==> src/design/ipf_pkg.sv <==
// shared types, codes and reset values for the irrigation pump controller
package ipf_pkg;

    localparam int MoistW    = 7;
    localparam int TimeW     = 32;
    localparam int ModeW     = 3;
    localparam int CodeW     = 3;
    localparam int CfgIdxW   = 2;
    localparam int CfgDataW  = 32;

    localparam logic [MoistW-1:0] MOIST_LOW_RST     = 7'd30;
    localparam logic [MoistW-1:0] MOIST_HIGH_RST    = 7'd70;
    localparam logic [TimeW-1:0]  PUMP_TIMEOUT_RST  = 32'd60000;
    localparam logic [TimeW-1:0]  COOLDOWN_RST      = 32'd300000;

    localparam logic [CfgIdxW-1:0] CFG_MOIST_LOW    = 2'd0;
    localparam logic [CfgIdxW-1:0] CFG_MOIST_HIGH   = 2'd1;
    localparam logic [CfgIdxW-1:0] CFG_PUMP_TIMEOUT = 2'd2;
    localparam logic [CfgIdxW-1:0] CFG_COOLDOWN     = 2'd3;

    typedef enum logic [ModeW-1:0] {
        MODE_UPDATE       = 3'd0,
        MODE_ENTER_ALARM  = 3'd1,
        MODE_START_MANUAL = 3'd2,
        MODE_STOP_MANUAL  = 3'd3,
        MODE_CLEAR_ALARM  = 3'd4
    } mode_t;

    typedef enum logic [6:0] {
        ST_INIT     = 7'b0000001,
        ST_MONITOR  = 7'b0000010,
        ST_AUTO     = 7'b0000100,
        ST_MANUAL   = 7'b0001000,
        ST_COOLDOWN = 7'b0010000,
        ST_ALARM    = 7'b0100000,
        ST_OFFLINE  = 7'b1000000
    } state_t;

    localparam logic [CodeW-1:0] CODE_INIT     = 3'd0;
    localparam logic [CodeW-1:0] CODE_MONITOR  = 3'd1;
    localparam logic [CodeW-1:0] CODE_AUTO     = 3'd2;
    localparam logic [CodeW-1:0] CODE_MANUAL   = 3'd3;
    localparam logic [CodeW-1:0] CODE_COOLDOWN = 3'd4;
    localparam logic [CodeW-1:0] CODE_ALARM    = 3'd5;
    localparam logic [CodeW-1:0] CODE_OFFLINE  = 3'd6;

    typedef struct packed {
        logic [ModeW-1:0]  mode;
        logic [TimeW-1:0]  now_ms;
        logic [MoistW-1:0] soil_moisture;
        logic              water_available;
        logic              link_up;
        logic              cmd_water;
        logic              cmd_stop;
    } item_t;

    typedef struct packed {
        logic [CodeW-1:0] fsm_state_out;
        logic             pump_drive;
        logic             pump_running_flag;
        logic             water_empty_flag;
    } result_t;

    typedef struct packed {
        logic [MoistW-1:0] dry_level;
        logic [MoistW-1:0] wet_level;
        logic [TimeW-1:0]  run_limit;
        logic [TimeW-1:0]  rest_limit;
    } cfg_t;

    function automatic logic [CodeW-1:0] state_code(input state_t st);
        logic [CodeW-1:0] code;
        unique case (st)
            ST_INIT:     code = CODE_INIT;
            ST_MONITOR:  code = CODE_MONITOR;
            ST_AUTO:     code = CODE_AUTO;
            ST_MANUAL:   code = CODE_MANUAL;
            ST_COOLDOWN: code = CODE_COOLDOWN;
            ST_ALARM:    code = CODE_ALARM;
            ST_OFFLINE:  code = CODE_OFFLINE;
            default:     code = CODE_INIT;
        endcase
        return code;
    endfunction

endpackage

==> src/design/ipf_cfg_regs.sv <==
// configuration register file for thresholds and timeouts
module ipf_cfg_regs
    import ipf_pkg::*;
(
    input  logic                clk,
    input  logic                rst_n,
    input  logic                cfg_valid,
    input  logic [CfgIdxW-1:0]  cfg_index,
    input  logic [CfgDataW-1:0] cfg_data,
    output logic                cfg_ready,
    output cfg_t                cfg
);

    cfg_t cfg_reg;
    cfg_t cfg_next;

    assign cfg_ready = 1'b1;
    assign cfg       = cfg_reg;

    always_comb
    begin
        cfg_next = cfg_reg;
        if (cfg_valid)
        begin
            unique case (cfg_index)
                CFG_MOIST_LOW:    cfg_next.dry_level  = cfg_data[MoistW-1:0];
                CFG_MOIST_HIGH:   cfg_next.wet_level  = cfg_data[MoistW-1:0];
                CFG_PUMP_TIMEOUT: cfg_next.run_limit  = cfg_data[TimeW-1:0];
                CFG_COOLDOWN:     cfg_next.rest_limit = cfg_data[TimeW-1:0];
                default:          cfg_next = cfg_reg;
            endcase
        end
    end

    always_ff @(posedge clk or negedge rst_n)
    begin
        if (!rst_n)
        begin
            cfg_reg.dry_level  <= MOIST_LOW_RST;
            cfg_reg.wet_level  <= MOIST_HIGH_RST;
            cfg_reg.run_limit  <= PUMP_TIMEOUT_RST;
            cfg_reg.rest_limit <= COOLDOWN_RST;
        end
        else
        begin
            cfg_reg <= cfg_next;
        end
    end

endmodule

==> src/design/ipf_in_stage.sv <==
// input register holding one item until the controller takes it
module ipf_in_stage
    import ipf_pkg::*;
(
    input  logic  clk,
    input  logic  rst_n,
    input  logic  load,
    input  logic  drain,
    input  item_t item_in,
    output logic  item_valid,
    output item_t item_out
);

    logic  valid_reg;
    logic  valid_next;
    item_t item_reg;

    assign item_valid = valid_reg;
    assign item_out   = item_reg;

    always_comb
    begin
        valid_next = valid_reg;
        if (load)
            valid_next = 1'b1;
        else if (drain)
            valid_next = 1'b0;
    end

    always_ff @(posedge clk or negedge rst_n)
    begin
        if (!rst_n)
            valid_reg <= 1'b0;
        else
            valid_reg <= valid_next;
    end

    always_ff @(posedge clk)
    begin
        if (load)
            item_reg <= item_in;
    end

endmodule

==> src/design/ipf_step.sv <==
// controller state and next-state logic applied once per item
module ipf_step
    import ipf_pkg::*;
(
    input  logic    clk,
    input  logic    rst_n,
    input  logic    commit,
    input  item_t   item,
    input  cfg_t    cfg,
    output result_t result
);

    state_t           state_reg;
    state_t           state_next;
    logic [TimeW-1:0] entry_reg;
    logic [TimeW-1:0] entry_next;
    logic             pump_reg;
    logic             pump_next;
    logic             run_reg;
    logic             run_next;
    logic             empty_reg;
    logic             empty_next;

    logic [TimeW-1:0] elapsed;
    logic             dry;
    logic             pump_expired;
    logic             cool_done;
    logic             go;
    state_t           go_state;

    assign elapsed      = item.now_ms - entry_reg;
    assign dry          = item.soil_moisture < cfg.dry_level;
    assign pump_expired = elapsed >= cfg.run_limit;
    assign cool_done    = elapsed >= cfg.rest_limit;

    always_comb
    begin
        go         = 1'b0;
        go_state   = state_reg;
        state_next = state_reg;
        entry_next = entry_reg;
        pump_next  = pump_reg;
        run_next   = run_reg;
        empty_next = empty_reg;

        unique case (item.mode)
            MODE_UPDATE:
            begin
                unique case (state_reg)
                    ST_INIT:
                    begin
                        go       = 1'b1;
                        go_state = ST_MONITOR;
                    end
                    ST_MONITOR:
                    begin
                        if (!item.link_up)
                        begin
                            go       = 1'b1;
                            go_state = ST_OFFLINE;
                        end
                        else if (dry && item.water_available)
                        begin
                            go       = 1'b1;
                            go_state = ST_AUTO;
                        end
                        else if (item.cmd_water)
                        begin
                            go       = 1'b1;
                            go_state = ST_MANUAL;
                        end
                        else if (dry)
                        begin
                            go       = 1'b1;
                            go_state = ST_ALARM;
                        end
                    end
                    ST_AUTO:
                    begin
                        if (pump_expired || !item.water_available)
                        begin
                            go       = 1'b1;
                            go_state = ST_ALARM;
                        end
                        else if (item.soil_moisture >= cfg.wet_level)
                        begin
                            go       = 1'b1;
                            go_state = ST_COOLDOWN;
                        end
                    end
                    ST_MANUAL:
                    begin
                        if (pump_expired || !item.water_available)
                        begin
                            go       = 1'b1;
                            go_state = ST_ALARM;
                        end
                        else if (item.cmd_stop)
                        begin
                            go       = 1'b1;
                            go_state = ST_COOLDOWN;
                        end
                    end
                    ST_COOLDOWN:
                    begin
                        if (cool_done)
                        begin
                            go       = 1'b1;
                            go_state = ST_MONITOR;
                        end
                    end
                    ST_ALARM:
                    begin
                        if (item.cmd_stop)
                        begin
                            empty_next = 1'b0;
                            go         = 1'b1;
                            go_state   = ST_MONITOR;
                        end
                    end
                    ST_OFFLINE:
                    begin
                        if (item.link_up)
                        begin
                            go       = 1'b1;
                            go_state = ST_MONITOR;
                        end
                        else
                        begin
                            pump_next = (dry && item.water_available) || item.cmd_water;
                        end
                    end
                    default:
                    begin
                        go = 1'b0;
                    end
                endcase
            end
            MODE_ENTER_ALARM:
            begin
                if (state_reg != ST_ALARM)
                begin
                    go       = 1'b1;
                    go_state = ST_ALARM;
                end
            end
            MODE_START_MANUAL:
            begin
                if (state_reg == ST_MONITOR)
                begin
                    go       = 1'b1;
                    go_state = ST_MANUAL;
                end
            end
            MODE_STOP_MANUAL:
            begin
                if (state_reg == ST_MANUAL)
                begin
                    go       = 1'b1;
                    go_state = ST_COOLDOWN;
                end
            end
            MODE_CLEAR_ALARM:
            begin
                empty_next = 1'b0;
                go         = 1'b1;
                go_state   = ST_MONITOR;
            end
            default:
            begin
                go = 1'b0;
            end
        endcase

        if (go)
        begin
            state_next = go_state;
            entry_next = item.now_ms;
            unique case (go_state)
                ST_AUTO, ST_MANUAL:
                begin
                    pump_next = 1'b1;
                    run_next  = 1'b1;
                end
                ST_INIT, ST_MONITOR, ST_COOLDOWN:
                begin
                    pump_next = 1'b0;
                    run_next  = 1'b0;
                end
                ST_ALARM:
                begin
                    pump_next  = 1'b0;
                    run_next   = 1'b0;
                    empty_next = 1'b1;
                end
                ST_OFFLINE:
                begin
                    pump_next = pump_reg;
                end
                default:
                begin
                    pump_next = pump_reg;
                end
            endcase
        end
    end

    always_ff @(posedge clk or negedge rst_n)
    begin
        if (!rst_n)
        begin
            state_reg <= ST_INIT;
            entry_reg <= '0;
            pump_reg  <= 1'b0;
            run_reg   <= 1'b0;
            empty_reg <= 1'b0;
        end
        else if (commit)
        begin
            state_reg <= state_next;
            entry_reg <= entry_next;
            pump_reg  <= pump_next;
            run_reg   <= run_next;
            empty_reg <= empty_next;
        end
    end

    assign result.fsm_state_out     = state_code(state_next);
    assign result.pump_drive        = pump_next;
    assign result.pump_running_flag = run_next;
    assign result.water_empty_flag  = empty_next;

    // pump only runs while watering or offline
    assert property (@(posedge clk) disable iff (!rst_n)
        pump_reg |-> (state_reg == ST_AUTO || state_reg == ST_MANUAL ||
                      state_reg == ST_OFFLINE))
        else $error("pump on in a state that must keep it off");

    // running flag tracks the watering states
    assert property (@(posedge clk) disable iff (!rst_n)
        run_reg |-> (state_reg == ST_AUTO || state_reg == ST_MANUAL))
        else $error("running flag set outside watering");

    // empty flag is set exactly while in alarm
    assert property (@(posedge clk) disable iff (!rst_n)
        empty_reg == (state_reg == ST_ALARM))
        else $error("empty flag out of step with alarm state");

    // entry time only moves when an item is applied
    assert property (@(posedge clk) disable iff (!rst_n)
        !commit |=> $stable(entry_reg))
        else $error("entry time changed without an item");

endmodule

==> src/design/ipf_out_stage.sv <==
// result register holding one result until the consumer takes it
module ipf_out_stage
    import ipf_pkg::*;
(
    input  logic    clk,
    input  logic    rst_n,
    input  logic    load,
    input  logic    taken,
    input  result_t result_in,
    output logic    result_valid,
    output result_t result_out
);

    logic    valid_reg;
    logic    valid_next;
    result_t result_reg;

    assign result_valid = valid_reg;
    assign result_out   = result_reg;

    always_comb
    begin
        valid_next = valid_reg;
        if (load)
            valid_next = 1'b1;
        else if (taken)
            valid_next = 1'b0;
    end

    always_ff @(posedge clk or negedge rst_n)
    begin
        if (!rst_n)
            valid_reg <= 1'b0;
        else
            valid_reg <= valid_next;
    end

    always_ff @(posedge clk)
    begin
        if (load)
            result_reg <= result_in;
    end

endmodule

==> src/design/irrigation_pump_fsm.sv <==
// top level of the irrigation pump controller
//
//   channel  direction  handshake          payload
//   in       sink       in_valid/in_stall  mode, now_ms, soil_moisture, water_available,
//                                          link_up, cmd_water, cmd_stop
//   out      source     out_valid/out_stall fsm_state_out, pump_drive,
//                                          pump_running_flag, water_empty_flag
//   cfg      sink       cfg_valid/cfg_ready cfg_index, cfg_data
//
// one item per cycle unless a result stalls; items pass the input then the result register
// the state update is one compare-and-subtract pass between the input and result registers
// reset clears state to init, pump off, flags clear and thresholds to defaults
// a stalled result holds the result register; the input register then fills and in_stall rises
// cfg_ready is always high
module irrigation_pump_fsm
    import ipf_pkg::*;
(
    input  logic                clk,
    input  logic                rst_n,
    input  logic                in_valid,
    output logic                in_stall,
    input  logic [ModeW-1:0]    mode,
    input  logic [TimeW-1:0]    now_ms,
    input  logic [MoistW-1:0]   soil_moisture,
    input  logic                water_available,
    input  logic                link_up,
    input  logic                cmd_water,
    input  logic                cmd_stop,
    output logic                out_valid,
    input  logic                out_stall,
    output logic [CodeW-1:0]    fsm_state_out,
    output logic                pump_drive,
    output logic                pump_running_flag,
    output logic                water_empty_flag,
    input  logic                cfg_valid,
    output logic                cfg_ready,
    input  logic [CfgIdxW-1:0]  cfg_index,
    input  logic [CfgDataW-1:0] cfg_data
);

    cfg_t    cfg;
    item_t   item_in;
    item_t   item_held;
    logic    item_held_valid;
    logic    out_free;
    logic    advance;
    logic    in_accept;
    result_t step_result;
    result_t out_result;

    assign item_in.mode            = mode;
    assign item_in.now_ms          = now_ms;
    assign item_in.soil_moisture   = soil_moisture;
    assign item_in.water_available = water_available;
    assign item_in.link_up         = link_up;
    assign item_in.cmd_water       = cmd_water;
    assign item_in.cmd_stop        = cmd_stop;

    assign out_free  = !out_valid || !out_stall;
    assign advance   = item_held_valid && out_free;
    assign in_stall  = item_held_valid && !out_free;
    assign in_accept = in_valid && !in_stall;

    ipf_cfg_regs u_cfg (
        .clk       (clk),
        .rst_n     (rst_n),
        .cfg_valid (cfg_valid),
        .cfg_index (cfg_index),
        .cfg_data  (cfg_data),
        .cfg_ready (cfg_ready),
        .cfg       (cfg)
    );

    ipf_in_stage u_in (
        .clk        (clk),
        .rst_n      (rst_n),
        .load       (in_accept),
        .drain      (advance),
        .item_in    (item_in),
        .item_valid (item_held_valid),
        .item_out   (item_held)
    );

    ipf_step u_step (
        .clk    (clk),
        .rst_n  (rst_n),
        .commit (advance),
        .item   (item_held),
        .cfg    (cfg),
        .result (step_result)
    );

    ipf_out_stage u_out (
        .clk          (clk),
        .rst_n        (rst_n),
        .load         (advance),
        .taken        (!out_stall),
        .result_in    (step_result),
        .result_valid (out_valid),
        .result_out   (out_result)
    );

    assign fsm_state_out     = out_result.fsm_state_out;
    assign pump_drive        = out_result.pump_drive;
    assign pump_running_flag = out_result.pump_running_flag;
    assign water_empty_flag  = out_result.water_empty_flag;

    // input side only backs up behind a stalled result
    assert property (@(posedge clk) disable iff (!rst_n)
        in_stall |-> (out_valid && out_stall && item_held_valid))
        else $error("input stalled without a blocked result");

    // a held item moves on whenever the result register can take it
    assert property (@(posedge clk) disable iff (!rst_n)
        (item_held_valid && !out_valid) |=> out_valid)
        else $error("held item did not reach the result register");

    // an accepted item sits in the input register next cycle
    assert property (@(posedge clk) disable iff (!rst_n)
        in_accept |=> item_held_valid)
        else $error("accepted item lost");

endmodule

==> config.mk <==
export PLATFORM = sky130hd
export DESIGN_NAME = irrigation_pump_fsm
export DESIGN_NICKNAME = d
export VERILOG_FILES = /design/src/design/ipf_pkg.sv /design/src/design/ipf_cfg_regs.sv /design/src/design/ipf_in_stage.sv /design/src/design/ipf_step.sv /design/src/design/ipf_out_stage.sv /design/src/design/irrigation_pump_fsm.sv
export SDC_FILE = /design/constraint.sdc
export NUM_CORES = 1
export LEC_CHECK = 0
export BUFFER_PORTS_ARGS = -buffer_cell sky130_fd_sc_hd__buf_2
export CORE_ASPECT_RATIO = 0.6
export CORE_UTILIZATION = 45
export DETAILED_ROUTE_END_ITERATION = 6
export PLACE_DENSITY = 0.64
export SYNTH_ARGS = -nofsm -noshare
export SYNTH_HDL_FRONTEND = slang
export SYNTH_SLANG_ARGS = --single-unit
==> constraint.sdc <==
create_clock -name clk -period 5.9 [get_ports clk]
set_input_delay 1.18 -clock clk [delete_from_list [all_inputs] [get_ports clk]]
set_output_delay 1.18 -clock clk [all_outputs]
set_load 0.005 [all_outputs]
==> impl_metrics.ini, run 1 <==
[yosys]
synth_area_leaders = dfrtp_1 (23%), edfxtp_1 (15%), ha_1 (13%)
ys_ff_latch = 174
synth_area_per_cell_um2 = 10.8
netlist.area_leader.share_pct = 23.4
synth_cell_type_count = 80
syn_area_mm2 = 0.0106
async_reset_ff_share_pct = 70.1
synth_nets = 1176
yosysWarnings = 0
ys.flop_type = dfrtp_1
synth_cells = 982
yosys.area.top_type = dfrtp_1
synth_edf_count = 52
seq_area_frac_synth_pct = 43.8

[job]
cap_violations = 0

[outcome]
status = complete, no violations

[sta]
hold_slack_ps = 487
slew_violations = 0
fin_ws_ps = 133
finalSetupTns_ps = 0
slew_headroom_pct = 29.9
finalCriticalPeriod_ps = 5770
finalClockSkew_ps = 11.2
setup_viol = 0
timing.fmax_ghz = 0.173
tightest_slew_ps = 1050
hold_viol = 0
post-route-period-util_pct = 97.7

[detailed_routing]
avgRoutedWirePerCell_um = 18.0
ant_nets = 0
drc = 0
firstDrtPassIters = 7
vias = 7789
routed_wl_um = 26100
via_per_inst = 5.38
drt_iter0_markers = 426

[pwr]
vdd_drop_max_mv = 0.240
powerDensity_mw_per_mm2 = 488
p_total_mw = 6.16
p_leak_nw = 5.78

[clock_tree]
cts_tree = yes
cts_sinks = 174
clk_path_buf_depth = 2
clk_latency_ps = 440
clockRootBuffer = clkbuf_16
clk_pin_slew_ps = 70
numCtsBuffers = 17
h-tree-depth = 4

[placement]
place_congestion = 0.967
postPlaceCellArea_mm2 = 0.0116
port_buffers = 92
dp_cells = 1399
place_hpwl_um = 18800
pre_cts_slack_ps = -294

[min_path]
hp-class = flip-flop to flip-flop

[cells_and_area]
finalNonFillerCells = 1447
largest_reg_flops = 78
nets = 1313
finish.utilization_pct = 54.7
seqCellArea_mm2 = 0.00464
drive_gt1_share_pct = 33.1
antennaDiodeCount = 0
fill_cells = 2020
multi_input_area_mm2 = 0.00559
design_area_mm2 = 0.0126
area_growth_pct = 19.1

[global_route]
grt_max_degree = 67
grt_pass1_vias = 7411
overflow = 0
antenna_found_initial = 0
grt_pass1_wl_um = 40200
grtUsageTotal_pct = 21.6

[floorplanning]
die_y_um = 121
chipWidth_um = 200
ios = 94
die_area_mm2 = 0.0242
std_cell_rows = 43
design.core.area_mm2 = 0.0231
start_util_pct = 45.9

[setup_path]
arrival_ps = 5960
cp-end-kind = flip-flop
cp.required_ps = 6090
start_kind = flip-flop
worstPathMaxFanout = 3
path_class = flip-flop to flip-flop
placed cells by master, fill, tap and decap left out, types with 4 or more instances in the layout:
master,netlist,routed
a211oi_1,11,8
a21o_1,13,13
a21oi_1,60,54
a21oi_2,0,6
a31oi_1,7,5
buf_2,3,91
buf_4,2,42
clkbuf_16,0,20
dfrtp_1,99,99
dfstp_2,23,23
edfxtp_1,52,52
ha_1,108,102
inv_1,131,128
inv_2,1,4
inv_6,0,4
mux2_2,106,105
nand2_1,57,55
nand2b_1,11,11
nand3_1,17,16
nand3b_1,4,4
nand4_1,14,14
nand4b_1,4,4
nor2_1,39,37
nor2b_1,7,7
nor3_1,15,12
o21a_1,9,9
o21ai_0,53,46
o21ai_1,0,4
o21bai_1,8,8
xnor2_1,26,24
xor2_1,7,7
final timing paths:
check	start	to	slack [ps]	depth (start not counted)
min in group asynchronous	rst_n	u_step.entry_reg[10]$_DFFE_PN0P_	860	1
max	u_in.item_out[22]$_DFFE_PP_	u_out.result_out[4]$_DFFE_PP_	130	27
max reg2reg	u_in.item_out[22]$_DFFE_PP_	u_out.result_out[4]$_DFFE_PP_	130	27
min reg2reg	u_in.item_valid$_DFFE_PN0P_	u_out.result_valid$_DFFE_PN0P_	490	1
max in group asynchronous	rst_n	u_cfg.cfg[57]$_DFFE_PN0P_	3730	2
min	u_in.item_valid$_DFFE_PN0P_	u_out.result_valid$_DFFE_PN0P_	490	1
final cells by class:
type | instances | share of cell area [%]
multi-input combinational | 655 | 44.3
sequential | 174 | 36.8
timing repair buffer | 139 | 7.10
inverter | 132 | 3.92
clock buffer | 17 | 3.37
tap | 315 | 3.12
clock inverter | 15 | 1.45
cell families (layout without fill, tap and decap cells):
family / Yosys count / count (layout) / share of synthesized area [%]
other cells: 1 / 1 / 0.0354
fa+ha+maj: 109 / 109 / 12.9
mux: 107 / 107 / 11.4
flops: 174 / 174 / 43.8
xor+xnor: 33 / 33 / 2.73
compound gates: 202 / 202 / 12.5
simple gates: 203 / 203 / 10.4
buf+inv: 153 / 303 / 6.19
Yosys cell counts, types with 3 or more instances:
cell type / count
nand3b_1: 4
nor3_1: 15
a31oi_1: 7
a211oi_1: 11
nand4b_1: 4
nand2_1: 57
o221ai_1: 4
xor2_1: 7
buf_2: 3
nor2b_1: 7
nand2b_1: 11
inv_1: 131
edfxtp_1: 52
o21ai_0: 53
dfrtp_1: 99
or2_2: 3
xnor2_1: 26
nor2_1: 39
mux2_2: 106
dfstp_2: 23
buf_1: 3
ha_1: 108
a21oi_1: 60
clkbuf_1: 5
o22ai_1: 3
buf_6: 4
o211ai_1: 3
and2_1: 4
and3_1: 3
o21bai_1: 8
o21a_1: 9
nand4_1: 14
clkbuf_8: 4
a21o_1: 13
nand3_1: 17
metal layers:
metal / global-route usage (%) / share of wire [%] / vias to the layer above
met5: 0 / 0 / -
met4: 4.71 / 1.2 / 0
met3: 6.26 / 6.2 / 26
met2: 30.5 / 42 / 227
met1: 32.2 / 51 / 3770
li1: - / - / 3766
critical path: stages (launching register included):
cell       delay (ps)
edfxtp_1          430
ha_4              240
a21o_1            180
a21o_1            190
a2111oi_4         300
nor3_2            100
a21o_1            220
a222oi_1          270
buf_4             180
a311o_1           250
nand3b_1          130
a21oi_2           190
buf_4             140
xnor2_1           150
ha_1              300
a21oi_1           120
o21ai_1           120
a221oi_2          390
inv_2             120
buf_4             150
nor4b_2           200
buf_4             150
a211o_1           110
a31oi_2           110
buf_4             190
or2_2             310
a31oi_4           190
nor3_2             70
power breakdown:
group / internal, mW / switching (mW) / leakage (nW)
logic: 1.49 / 1.82 / 3.54
clock network: 0.673 / 0.507 / 0.294
registers: 1.52 / 0.144 / 1.95
what timing repair did:
action,4_1_cts,5_1_grt
hold buffers,0,0
gates cloned,0,3
resized for setup,8,54
endpoints found under the setup margin,39,47
setup buffers,4,9
pin swaps,9,34
(Power assumes the default switching activity.)
==> run 2, diff against run 1 <==
- PLACE_DENSITY: 0.64 -> 0.72
==> impl_metrics.ini, run 2 (synthesis gave the netlist of run 1 again) <==
[clock_tree]
numCtsBuffers = 17
clk_pin_slew_ps = 80
cts_tree = yes
clk_latency_ps = 450
cts_sinks = 174
cts_hold_buf = 0
h-tree-depth = 4
clockRootBuffer = clkbuf_16
clk_path_buf_depth = 2

[setup_path]
start_kind = flip-flop
worstSetupEndpoint = u_out.result_out[5]$_DFFE_PP_
startpoint = u_in.item_out[22]$_DFFE_PP_
worstRegToRegCells = 23
r2r_start = u_in.item_out[22]$_DFFE_PP_
rrSetupSlack_ps = 200
cp.required_ps = 6160
path_class = flip-flop to flip-flop
cp-end-kind = flip-flop
worstPathMaxFanout = 4
r2r-end = u_out.result_out[5]$_DFFE_PP_
arrival_ps = 5960

[detailed_routing]
drc = 5
via_per_inst = 5.31
vias = 7669
drt_iter0_markers = 600
highest_layer = met4
met3_length_um = 1650
firstDrtPassIters = 7
met1Wirelength_um = 13400
met2_length_um = 9960
ant_nets = 0
routed_wl_um = 25300
avgRoutedWirePerCell_um = 17.5

[pwr]
power.internal_mw = 3.60
p_leak_nw = 5.74
clkPwrFrac_pct = 19.1
powerDensity_mw_per_mm2 = 484
power_switching_share_pct = 40.3
vdd_drop_max_mv = 0.219
pwr-share-seq_pct = 27.8
switchingPower_mw = 2.43
combPwrFrac_pct = 53.1

[sta]
slew_headroom_pct = 27.2
fin_ws_ps = 198
finalCriticalPeriod_ps = 5700
tightest_slew_ps = 1080
post-route-period-util_pct = 96.6
hold_slack_ps = 489
timing.fmax_ghz = 0.175
hold_viol = 0
finalClockSkew_ps = 16.1
setup_viol = 0
slew_violations = 0

[floorplanning]
start_util_pct = 45.9
design.core.area_mm2 = 0.0231
die_y_um = 121
std_cell_rows = 43
die_area_mm2 = 0.0242
chipWidth_um = 200
ios = 94

[global_route]
antenna_found_initial = 0
grtUsageTotal_pct = 21.9
grt_max_degree = 84
grt_pass1_vias = 7610
grt_pass1_wl_um = 40800
overflow = 0

[placement]
port_buffers = 92
place_hpwl_um = 18900
place_congestion = 0.974
pre_cts_slack_ps = -166

[outcome]
status = finished, violations left
violations = DRC

[min_path]
hp-class = flip-flop to flip-flop

[cells_and_area]
final_cell_mix = inv_1 (128), ha_1 (106), mux2_2 (105)
largest_reg_flops = 78
layout_commonest_cell = inv_1
drive_gt1_share_pct = 31.6
area_growth_pct = 17.5
antennaDiodeCount = 0
nets = 1309

[job]
cap_violations = 0
==> run 2: changes by cell type in the layout (fill, tap and decap cells not counted), moves of 3 or more <==
cell / change
ha_1: +4
a211oi_2: -3
a211oi_1: +3
inv_8: +3
ha_2: -3
==> run 2: power groups by stage <==
stage	clock [mW]	sequential [mW]	combinational (mW)
final	1.15	1.67	3.20
after global routing	1.23	1.70	3.61
after detailed placement	0	1.69	2.96
after CTS	1.18	1.67	3.01
after global placement	0	1.68	2.88
after floorplan	0	1.63	2.17
==> run 2: layer usage <==
layer  global-route usage [%]  vias up
li1                         -     3762
met1                     33.3     3674
met2                     30.3      210
met3                     6.04       23
met4                     5.67        0
met5                        0        -
==> run 2: how the worst min path moves through the flow <==
stage	start	end	slack, ps	cells after the start
5_1_grt	u_in.item_valid$_DFFE_PN0P_	u_out.result_valid$_DFFE_PN0P_	510	1
3_3_place_gp	u_in.item_valid$_DFFE_PN0P_	u_out.result_valid$_DFFE_PN0P_	460	1
4_1_cts	u_in.item_valid$_DFFE_PN0P_	u_out.result_valid$_DFFE_PN0P_	490	1
6_report	u_in.item_valid$_DFFE_PN0P_	u_out.result_valid$_DFFE_PN0P_	490	1
2_1_floorplan	u_in.item_valid$_DFFE_PN0P_	u_out.result_valid$_DFFE_PN0P_	450	1
3_5_place_dp	u_in.item_valid$_DFFE_PN0P_	u_out.result_valid$_DFFE_PN0P_	480	1
==> run 2: what timing repair did <==
item | 4_1_cts | 5_1_grt
pin swaps | 1 | 29
endpoints found under the setup margin | 39 | 47
resized for setup | 6 | 41
cloned | 0 | 1
buffers inserted | 0 | 7
==> run 2: area by class of cell <==
type / count / area, um^2
Timing Repair Buffer: 135 / 828
Tap cell: 315 / 394
Clock inverter: 13 / 149
Inverter: 132 / 495
Sequential cell: 174 / 4640
Multi-Input combinational cell: 655 / 5490
Fill cell: 2025 / 10600
Clock buffer: 19 / 453
==> run 2: worst max-delay path, stage by stage (launching register included) <==
cell	delay, ps
edfxtp_1	440
ha_4	250
a21o_1	180
a21o_1	210
a2111oi_4	350
nor3_2	110
a21o_1	190
a222oi_1	310
buf_4	200
a311o_1	220
nand3b_1	120
a21oi_2	180
o21ai_1	100
xnor2_1	260
ha_1	300
and4_1	210
a221oi_2	320
inv_2	110
nor3_4	200
o21ai_2	90
o21ai_4	240
mux2_4	340
or2_4	280
a2111oi_4	300
==> run 2: through the flow <==
step / util [%] / instance area, um^2 / TNS (ps) / std cells / power (mW)
5_1_grt: 53.9 / 12500 / -115 / 1443 / 6.54
4_1_cts: 52.9 / 12200 / 0 / 1435 / 5.86
6_report: 53.9 / 12500 / 0 / 1443 / 6.02
3_5_place_dp: 50.2 / 11600 / -1310 / 1403 / 4.65
2_1_floorplan: - / 10600 / 0 / 982 / 3.80
3_3_place_gp: 50.2 / 11600 / 0 / 1403 / 4.56
==> run 3, diff against run 2 <==
- PLACE_DENSITY: 0.72 -> 0.67
==> impl_metrics.ini, run 3 (synthesis gave the netlist of run 1 again) <==
[floorplanning]
die_y_um = 121
start_util_pct = 45.9
ios = 94
std_cell_rows = 43
design.core.area_mm2 = 0.0231
chipWidth_um = 200
die_area_mm2 = 0.0242

[global_route]
grtUsageTotal_pct = 21.6
overflow = 0
grt_pass1_wl_um = 39900
grt_pass1_vias = 7313
antenna_found_initial = 1
grt_max_degree = 50

[setup_path]
crit_path_frequent_cell = buf_4
max_stage_delay_ps = 390
worstPathMaxFanout = 4
start_kind = flip-flop
cp.required_ps = 6110
arrival_ps = 5880
rrSetupSlack_ps = 230
cp_slowest_cell = edfxtp_1
cp-end-kind = flip-flop
path_class = flip-flop to flip-flop

[cells_and_area]
finalNonFillerCells = 1452
largest_reg_flops = 78
nets = 1317
final_cell_mix = inv_1 (130), ha_1 (107), mux2_2 (105)
drive_gt1_share_pct = 31.8
layout_commonest_cell = inv_1
area_growth_pct = 17.5
fill_cells = 2071

[sta]
finalClockSkew_ps = 12.1
setup_viol = 0
slew_violations = 0
tightest_slew_ps = 1040
hold_viol = 0
slew_headroom_pct = 30.3
finalSetupTns_ps = 0
post-route-period-util_pct = 96.1
finalCriticalPeriod_ps = 5670
hold_slack_ps = 487
timing.fmax_ghz = 0.176

[clock_tree]
clockRootBuffer = clkbuf_16
cts_hold_buf = 0
numCtsBuffers = 17
clk_path_buf_depth = 2
clk_latency_ps = 450
clk_pin_slew_ps = 70
h-tree-depth = 4
cts_sinks = 174
cts_tree = yes

[placement]
dp_cells = 1412
place_hpwl_um = 19300
port_buffers = 92
place_congestion = 0.945

[detailed_routing]
via_per_inst = 5.35
routed_wl_um = 25300
drt_iter0_markers = 549
avgRoutedWirePerCell_um = 17.4
drc = 0
vias = 7762
ant_nets = 0
firstDrtPassIters = 5

[job]
cap_violations = 0

[pwr]
switchingPower_mw = 2.41
vdd_drop_max_mv = 0.241
power.internal_mw = 3.60
powerDensity_mw_per_mm2 = 483
p_leak_nw = 5.75
combPwrFrac_pct = 54.3
power_switching_share_pct = 40.1
pwr-share-seq_pct = 27.7
clkPwrFrac_pct = 18.0

[min_path]
hp-class = flip-flop to flip-flop

[outcome]
status = complete, no violations
run 3: cell types whose count changed in the layout (fill, tap and decap cells not counted), moves of 3 or more:
cell and delta:
a211oi_1 -3, clkbuf_1 +4, inv_8 -4, a211oi_2 +3, buf_4 +9
run 3: layer usage:
| layer | share of wire (%) | GRT usage [%] |
|---|---|---|
| met5 | 0 | 0 |
| met4 | 1.4 | 6.59 |
| met3 | 7.3 | 5.61 |
| met2 | 39 | 28.5 |
| met1 | 52 | 33.5 |
run 3: worst paths after layout:
path / from / endpoint / cells past startpoint
max: u_in.item_out[22]$_DFFE_PP_ / u_out.result_out[4]$_DFFE_PP_ / 26
min: u_in.item_valid$_DFFE_PN0P_ / u_out.result_valid$_DFFE_PN0P_ / 1
max reg2reg: u_in.item_out[22]$_DFFE_PP_ / u_out.result_out[4]$_DFFE_PP_ / 26
min reg2reg: u_in.item_valid$_DFFE_PN0P_ / u_out.result_valid$_DFFE_PN0P_ / 1
max in group asynchronous: rst_n / u_cfg.cfg[77]$_DFFE_PN0P_ / 2
min in group asynchronous: rst_n / u_step.entry_reg[13]$_DFFE_PN0P_ / 1
run 3: stage by stage:
step	setup WS [ps]	utilization (%)	cell area [um^2]	total power, mW
2_1_floorplan	350	-	10600	3.80
3_3_place_gp	-135	50.5	11700	4.61
3_5_place_dp	-67.8	50.5	11700	4.70
4_1_cts	18.2	53.0	12200	5.83
5_1_grt	-11.2	54.0	12500	6.52
6_report	227	54.0	12500	6.02
run 3: final cells by class:
cell class | count | area, um^2 | area share [%]
Sequential cell | 174 | 4640 | 37.3
Timing Repair Buffer | 143 | 871 | 6.99
Multi-Input combinational cell | 655 | 5490 | 44.1
Clock buffer | 25 | 507 | 4.07
Inverter | 132 | 495 | 3.98
Tap cell | 315 | 394 | 3.16
Antenna cell | 1 | 2.50 | 0.0201
Clock inverter | 7 | 53.8 | 0.432
run 3: critical path: cells and delay by family (launching register included):
| family | cells | cell delay [ps] |
|---|---|---|
| buffers and inverters | 4 | 580 |
| AOI/OAI and AO/OA | 12 | 2380 |
| and+or+nand+nor | 7 | 1310 |
| adders and majority gates | 2 | 590 |
| xor gates and xnor gates | 1 | 170 |
| DFF | 1 | 390 |
run 3: what timing repair did:
item,4_1_cts,5_1_grt
gates resized for setup,5,40
pin swaps,0,26
gates cloned,0,0
setup buffers,0,7
setup endpoints to repair,27,47
run 3: power by group through the flow:
stage | Combinational, mW | Sequential [mW] | Clock [mW]
floorplan | 2.17 | 1.63 | 0
global placement | 2.94 | 1.68 | 0
detailed placement | 3.01 | 1.69 | 0
CTS | 3.06 | 1.66 | 1.11
global route | 3.66 | 1.70 | 1.16
finish | 3.27 | 1.67 | 1.08
